### src/sv/mtg_pkg.sv
`default_nettype none

package mtg_pkg;

  // table geometry
  localparam int STATE_WORDS = 624;
  localparam int IDX_W       = $clog2(STATE_WORDS);
  localparam int DATA_W      = 32;
  localparam int TWIST_SHIFT = 397;

  // algorithm constants
  localparam logic [DATA_W-1:0] SEED_RESET = 32'd5489;
  localparam logic [DATA_W-1:0] SEED_MULT  = 32'd1812433253;
  localparam logic [DATA_W-1:0] UPPER_MASK = 32'h8000_0000;
  localparam logic [DATA_W-1:0] LOWER_MASK = 32'h7FFF_FFFF;
  localparam logic [DATA_W-1:0] TWIST_XOR  = 32'h9908_B0DF;
  localparam logic [DATA_W-1:0] TEMPER_B   = 32'h9D2C_5680;
  localparam logic [DATA_W-1:0] TEMPER_C   = 32'hEFC6_0000;

  // write data select codes
  localparam logic [1:0] WSEL_SEED  = 2'd0;
  localparam logic [1:0] WSEL_MIX   = 2'd1;
  localparam logic [1:0] WSEL_TWIST = 2'd2;

  // controller to datapath commands
  typedef struct packed {
    logic             mem_we;
    logic [1:0]       wsel;
    logic [IDX_W-1:0] waddr;
    logic             mem_re;
    logic [IDX_W-1:0] raddr_a;
    logic [IDX_W-1:0] raddr_b;
    logic             mul_en;
    logic             cur_load;
    logic             out_load;
  } mtg_cmd_t;

  // datapath to controller status
  typedef struct packed {
    logic out_free;
  } mtg_status_t;

endpackage

`default_nettype wire

### src/sv/mtg_ctrl.sv
`default_nettype none

module mtg_ctrl
  import mtg_pkg::*;
(
  input  wire logic        clk,
  input  wire logic        rst_n,
  input  wire logic        in_valid,
  input  wire logic        in_restart,
  output logic             in_ready,
  input  wire mtg_status_t status,
  output mtg_cmd_t         cmd
);

  localparam logic [3:0] ST_IDLE   = 4'd0;
  localparam logic [3:0] ST_SEED0  = 4'd1;
  localparam logic [3:0] ST_SMUL   = 4'd2;
  localparam logic [3:0] ST_SWR    = 4'd3;
  localparam logic [3:0] ST_TSTART = 4'd4;
  localparam logic [3:0] ST_TRD    = 4'd5;
  localparam logic [3:0] ST_TWR    = 4'd6;
  localparam logic [3:0] ST_RD     = 4'd7;
  localparam logic [3:0] ST_OUT    = 4'd8;

  localparam logic [IDX_W-1:0] LAST_IDX = IDX_W'(STATE_WORDS - 1);
  localparam logic [IDX_W:0]   FAR_OFS  = (IDX_W+1)'(TWIST_SHIFT);
  localparam logic [IDX_W:0]   WORDS_X  = (IDX_W+1)'(STATE_WORDS);

  logic [3:0]       state_r, state_nxt;
  logic [IDX_W-1:0] k_r, k_nxt;
  logic [IDX_W-1:0] idx_r, idx_nxt;
  logic             init_pend_r, init_pend_nxt;
  logic             draw_pend_r, draw_pend_nxt;

  logic [IDX_W-1:0] k_next_addr;
  logic [IDX_W:0]   far_sum;
  logic [IDX_W:0]   far_wrap;
  logic [IDX_W-1:0] far_addr;

  // neighbor addresses of the twist, modulo the table size
  assign k_next_addr = (k_r == LAST_IDX) ? '0 : k_r + IDX_W'(1);
  assign far_sum     = {1'b0, k_r} + FAR_OFS;
  assign far_wrap    = far_sum - WORDS_X;
  assign far_addr    = (far_sum >= WORDS_X) ? far_wrap[IDX_W-1:0] : far_sum[IDX_W-1:0];

  assign in_ready = (state_r == ST_IDLE);

  // sequencer
  always_comb begin
    state_nxt     = state_r;
    k_nxt         = k_r;
    idx_nxt       = idx_r;
    init_pend_nxt = init_pend_r;
    draw_pend_nxt = draw_pend_r;
    cmd           = '0;
    unique case (state_r)
      ST_IDLE: begin
        if (in_valid) begin
          if (in_restart) begin
            draw_pend_nxt = 1'b0;
            state_nxt     = ST_SEED0;
          end else if (init_pend_r) begin
            draw_pend_nxt = 1'b1;
            state_nxt     = ST_SEED0;
          end else if (idx_r == '0) begin
            state_nxt = ST_TSTART;
          end else begin
            state_nxt = ST_RD;
          end
        end
      end
      ST_SEED0: begin
        cmd.mem_we = 1'b1;
        cmd.wsel   = WSEL_SEED;
        cmd.waddr  = '0;
        k_nxt      = IDX_W'(1);
        state_nxt  = ST_SMUL;
      end
      ST_SMUL: begin
        cmd.mul_en = 1'b1;
        state_nxt  = ST_SWR;
      end
      ST_SWR: begin
        cmd.mem_we = 1'b1;
        cmd.wsel   = WSEL_MIX;
        cmd.waddr  = k_r;
        if (k_r == LAST_IDX) begin
          idx_nxt       = '0;
          init_pend_nxt = 1'b0;
          state_nxt     = draw_pend_r ? ST_TSTART : ST_IDLE;
        end else begin
          k_nxt     = k_r + IDX_W'(1);
          state_nxt = ST_SMUL;
        end
      end
      ST_TSTART: begin
        cmd.mem_re  = 1'b1;
        cmd.raddr_a = '0;
        k_nxt       = '0;
        state_nxt   = ST_TRD;
      end
      ST_TRD: begin
        cmd.mem_re   = 1'b1;
        cmd.raddr_a  = k_next_addr;
        cmd.raddr_b  = far_addr;
        cmd.cur_load = (k_r == '0);
        state_nxt    = ST_TWR;
      end
      ST_TWR: begin
        cmd.mem_we   = 1'b1;
        cmd.wsel     = WSEL_TWIST;
        cmd.waddr    = k_r;
        cmd.cur_load = 1'b1;
        if (k_r == LAST_IDX) begin
          state_nxt = ST_RD;
        end else begin
          k_nxt     = k_r + IDX_W'(1);
          state_nxt = ST_TRD;
        end
      end
      ST_RD: begin
        cmd.mem_re  = 1'b1;
        cmd.raddr_a = idx_r;
        state_nxt   = ST_OUT;
      end
      ST_OUT: begin
        if (status.out_free) begin
          cmd.out_load = 1'b1;
          idx_nxt      = (idx_r == LAST_IDX) ? '0 : idx_r + IDX_W'(1);
          state_nxt    = ST_IDLE;
        end
      end
      default: begin
        state_nxt = ST_IDLE;
      end
    endcase
  end

  // control registers
  always_ff @(posedge clk) begin
    if (!rst_n) begin
      state_r     <= ST_IDLE;
      k_r         <= '0;
      idx_r       <= '0;
      init_pend_r <= 1'b1;
      draw_pend_r <= 1'b0;
    end else begin
      state_r     <= state_nxt;
      k_r         <= k_nxt;
      idx_r       <= idx_nxt;
      init_pend_r <= init_pend_nxt;
      draw_pend_r <= draw_pend_nxt;
    end
  end

endmodule

`default_nettype wire

### config.mk
export PLATFORM = sky130hd
export DESIGN_NAME = mtg_ctrl
export DESIGN_NICKNAME = d
export VERILOG_FILES = /design/src/sv/mtg_pkg.sv /design/src/sv/mtg_ctrl.sv
export SDC_FILE = /design/constraint.sdc
export NUM_CORES = 1
export LEC_CHECK = 0
export ABC_AREA = 1
export CAP_MARGIN = 20
export CORE_MARGIN = 10
export CORE_UTILIZATION = 53
export CTS_CLUSTER_DIAMETER = 120
export CTS_CLUSTER_SIZE = 8
export DETAILED_ROUTE_END_ITERATION = 12
export DONT_BUFFER_PORTS = 1
export PLACE_DENSITY = 0.76
export SLEW_MARGIN = 20
export SYNTH_ARGS = -nofsm -noshare
export SYNTH_HDL_FRONTEND = slang
export SYNTH_SLANG_ARGS = --single-unit
### constraint.sdc
create_clock -name clk -period 6.6 [get_ports clk]
set_clock_uncertainty 0.2 [all_clocks]
set_input_delay 0.99 -clock clk [delete_from_list [all_inputs] [get_ports clk]]
set_output_delay 0.99 -clock clk [all_outputs]
set_load 0.02 [all_outputs]
==> results.md <==
- Max_cap viols: 0
- Core Area: 4030 µm²
- Peak VDD IR: 0.0849 mV
- Yosys reg bits: 26
- IO Port Bufs: 0
- DR pass1 iterations: 4
- Final net count: 382
- Post-route clock period utilization: 54.9%
- Die Wd: 84.6 µm
- F_max: 276 MHz
- H-tree lvl count: 1
- Crit path DAT: 2.43 ns
- Post_cts resized: 0
- Actual slew at the worst max-slew pin: 1.01 ns
- CTS tree: yes
- EDFF count, synth: 0
- Num CTS Buffers: 3
- Number of diodes: 0
- Rel. slew slack: 31.6%
- Setup TNS: 0 ns
- Worst hold endpoint: init_pend_r
- Largest net degree at the start of global routing: 21
- Async SR Flop Fraction: 0%
- Post-CTS Setup Repair Bufs: 0
- Seq/Total Area, Yosys: 23.5%
- Die area: 7160 µm²
- Post-layout instance area: 2290 µm²
- Status: completed
- Number of sinks on the clock net: 26
- Crit Reg-Reg Startpoint: state_r[3]
- CP Class: reg2out
- Mapped Cells: 372
- Root Driver: clkbuf_8
- Hold Crit Start: init_pend_r
- CTS Buffer Depth: 2
- Slew Limit Fails: 0
- Reg2Reg Capture Point: k_r[9]
- Crit. End Element: output port
- First-pass GRT wire length: 9.63 mm
- RSZ-0062 raised after global routing: false
- Power Dens Cells: 136 nW/µm²
- Post-route minimum period: 3.62 ns
- Syn_area_per_cell: 5.95 µm²
- Die Y: 84.6 µm
- Reg2reg path depth: 9
- DP HPWL: 4.77 mm
- # IOs: 43
- Fraction of layout cells with a size suffix above 1: 11.1%
- Cell Rows: 23
- Gp weighted congestion: 0.988
- Iter 0 DRT Violations: 159
- Initial antenna violation count: 0
- Syn nets: 383
- R2R Setup Slk: 3.87 ns
- Synth area leader: dfxtp_1
- Final number of setup-violating endpoints: 0
- Hold_buf cts: 0
- Ys Warns: 0
- Drt wl/cell: 14.1 µm
- Vias post-DR: 2209
- Primary FF master, synth: dfxtp_1
- Critical path required time: 5.41 ns
- Starting Density: 55.0%
- Kind of start point of the critical path: flip-flop
- Most frequent cells in the layout: 105 x nand2_1, 53 x inv_1, 48 x nor2_1
- Congestion Overflow GR: 0
- Reg clk slew, reported paths: 0.09 ns
- DRT antenna net count: 0
- Hold_ws: 0.253 ns
- Global-route usage over all layers: 15.7%
- Most common library cell in the layout ignoring fill and taps: nand2_1
- Worst min path class: reg2reg
- Via density: 5.26
- Max FO, Critical Path: 10
- Number of global-route vias before repair: 2047
- Leakage: 1.03 nW
- Synth unique cells: 37
- Synth top area share: 23.5%
- Post-DP Area: 2240 µm²
- Synth Cell Area: 2210 µm²
- Clock Latency Late Sink: 0.27 ns
- Ranking of synthesized cells by area: dfxtp_1 24%, nand2_1 18%, inv_1 9.0%
- Total Routed Length: 5.92 mm
- Residual DRC: 0
- Area delta synth->final: 3.56%
- Hold Path Stages: 2
- Hold Vio Cnt, Final: 0
-- where the power goes --
group          switching [W]  leakage [nW]  internal (W)
combinational      0.0000304         0.789     0.0000108
sequential        0.00000337         0.210      0.000160
clock              0.0000534        0.0288     0.0000534
total              0.0000871          1.03      0.000225
-- worst max-delay path by stage --
stage / from / to / slack, ns
floorplan: k_r[0] / cmd[12] / 3.60
global placement: state_r[2] / cmd[14] / 3.31
detailed placement: state_r[2] / cmd[14] / 3.30
CTS: state_r[2] / cmd[14] / 2.97
global route: state_r[2] / cmd[14] / 2.80
finish: state_r[2] / cmd[14] / 2.98
-- worst max-delay path: stages, from the launching register on --
cell and delay, ns:
dfxtp_1 0.35, inv_1 0.06, nor2_1 0.16, inv_1 0.12, nor2_2 0.40, inv_2 0.19
nor2_1 0.46, nand2_1 0.14, o21ai_1 0.29
-- synth_stat cells, drive strengths merged, types with 2 or more instances --
library cell  count
buf               3
o22ai             4
ha                6
a21oi            26
nand4             5
nand2           116
dfxtp            26
inv              59
clkbuf            3
nor3              8
o21ai            17
a31oi             2
nand3            26
nor2             56
xor2              6
or2               2
-- metrics by stage --
| step | util, % | setup WS, ns | cells | total power, W |
|---|---|---|---|---|
| CTS | 56.9 | 2.97 | 420 | 0.000311 |
| finish | 56.9 | 2.98 | 420 | 0.000312 |
| global route | 56.9 | 2.80 | 420 | 0.000323 |
| detailed placement | 55.6 | 3.30 | 416 | 0.000208 |
| floorplan | - | 3.60 | 372 | 0.000203 |
| global placement | 55.6 | 3.31 | 416 | 0.000208 |
-- layer usage --
metal  up-vias  GRT usage, %  part of all wire, %
met5         -             0                    0
met4         0          3.74                  1.0
met3         4          6.18                   10
met2        58          26.0                   47
met1       969          18.4                   42
li1       1178             -                    -
-- logic make-up after synthesis --
group | after synthesis | synth area share [%]
buf+inv | 65 | 11.9
xor+xnor | 7 | 2.77
flops | 26 | 23.5
simple gates | 215 | 44.4
compound gates | 53 | 14.1
fa+ha+maj | 6 | 3.39
-- cell type report --
class                      count  area, µm²
fill                         409       1740
sequential                    26        520
multi-input combinational    281       1430
inverter                      59        224
tap                           50       62.6
clock buffer                   4       55.1
-- registers in the layout, indices dropped and copies added (netlist names) --
signal       count
idx_r           10
k_r             10
state_r          4
draw_pend_r      1
init_pend_r      1
No activity file was read; power rests on OpenSTA's default activity.
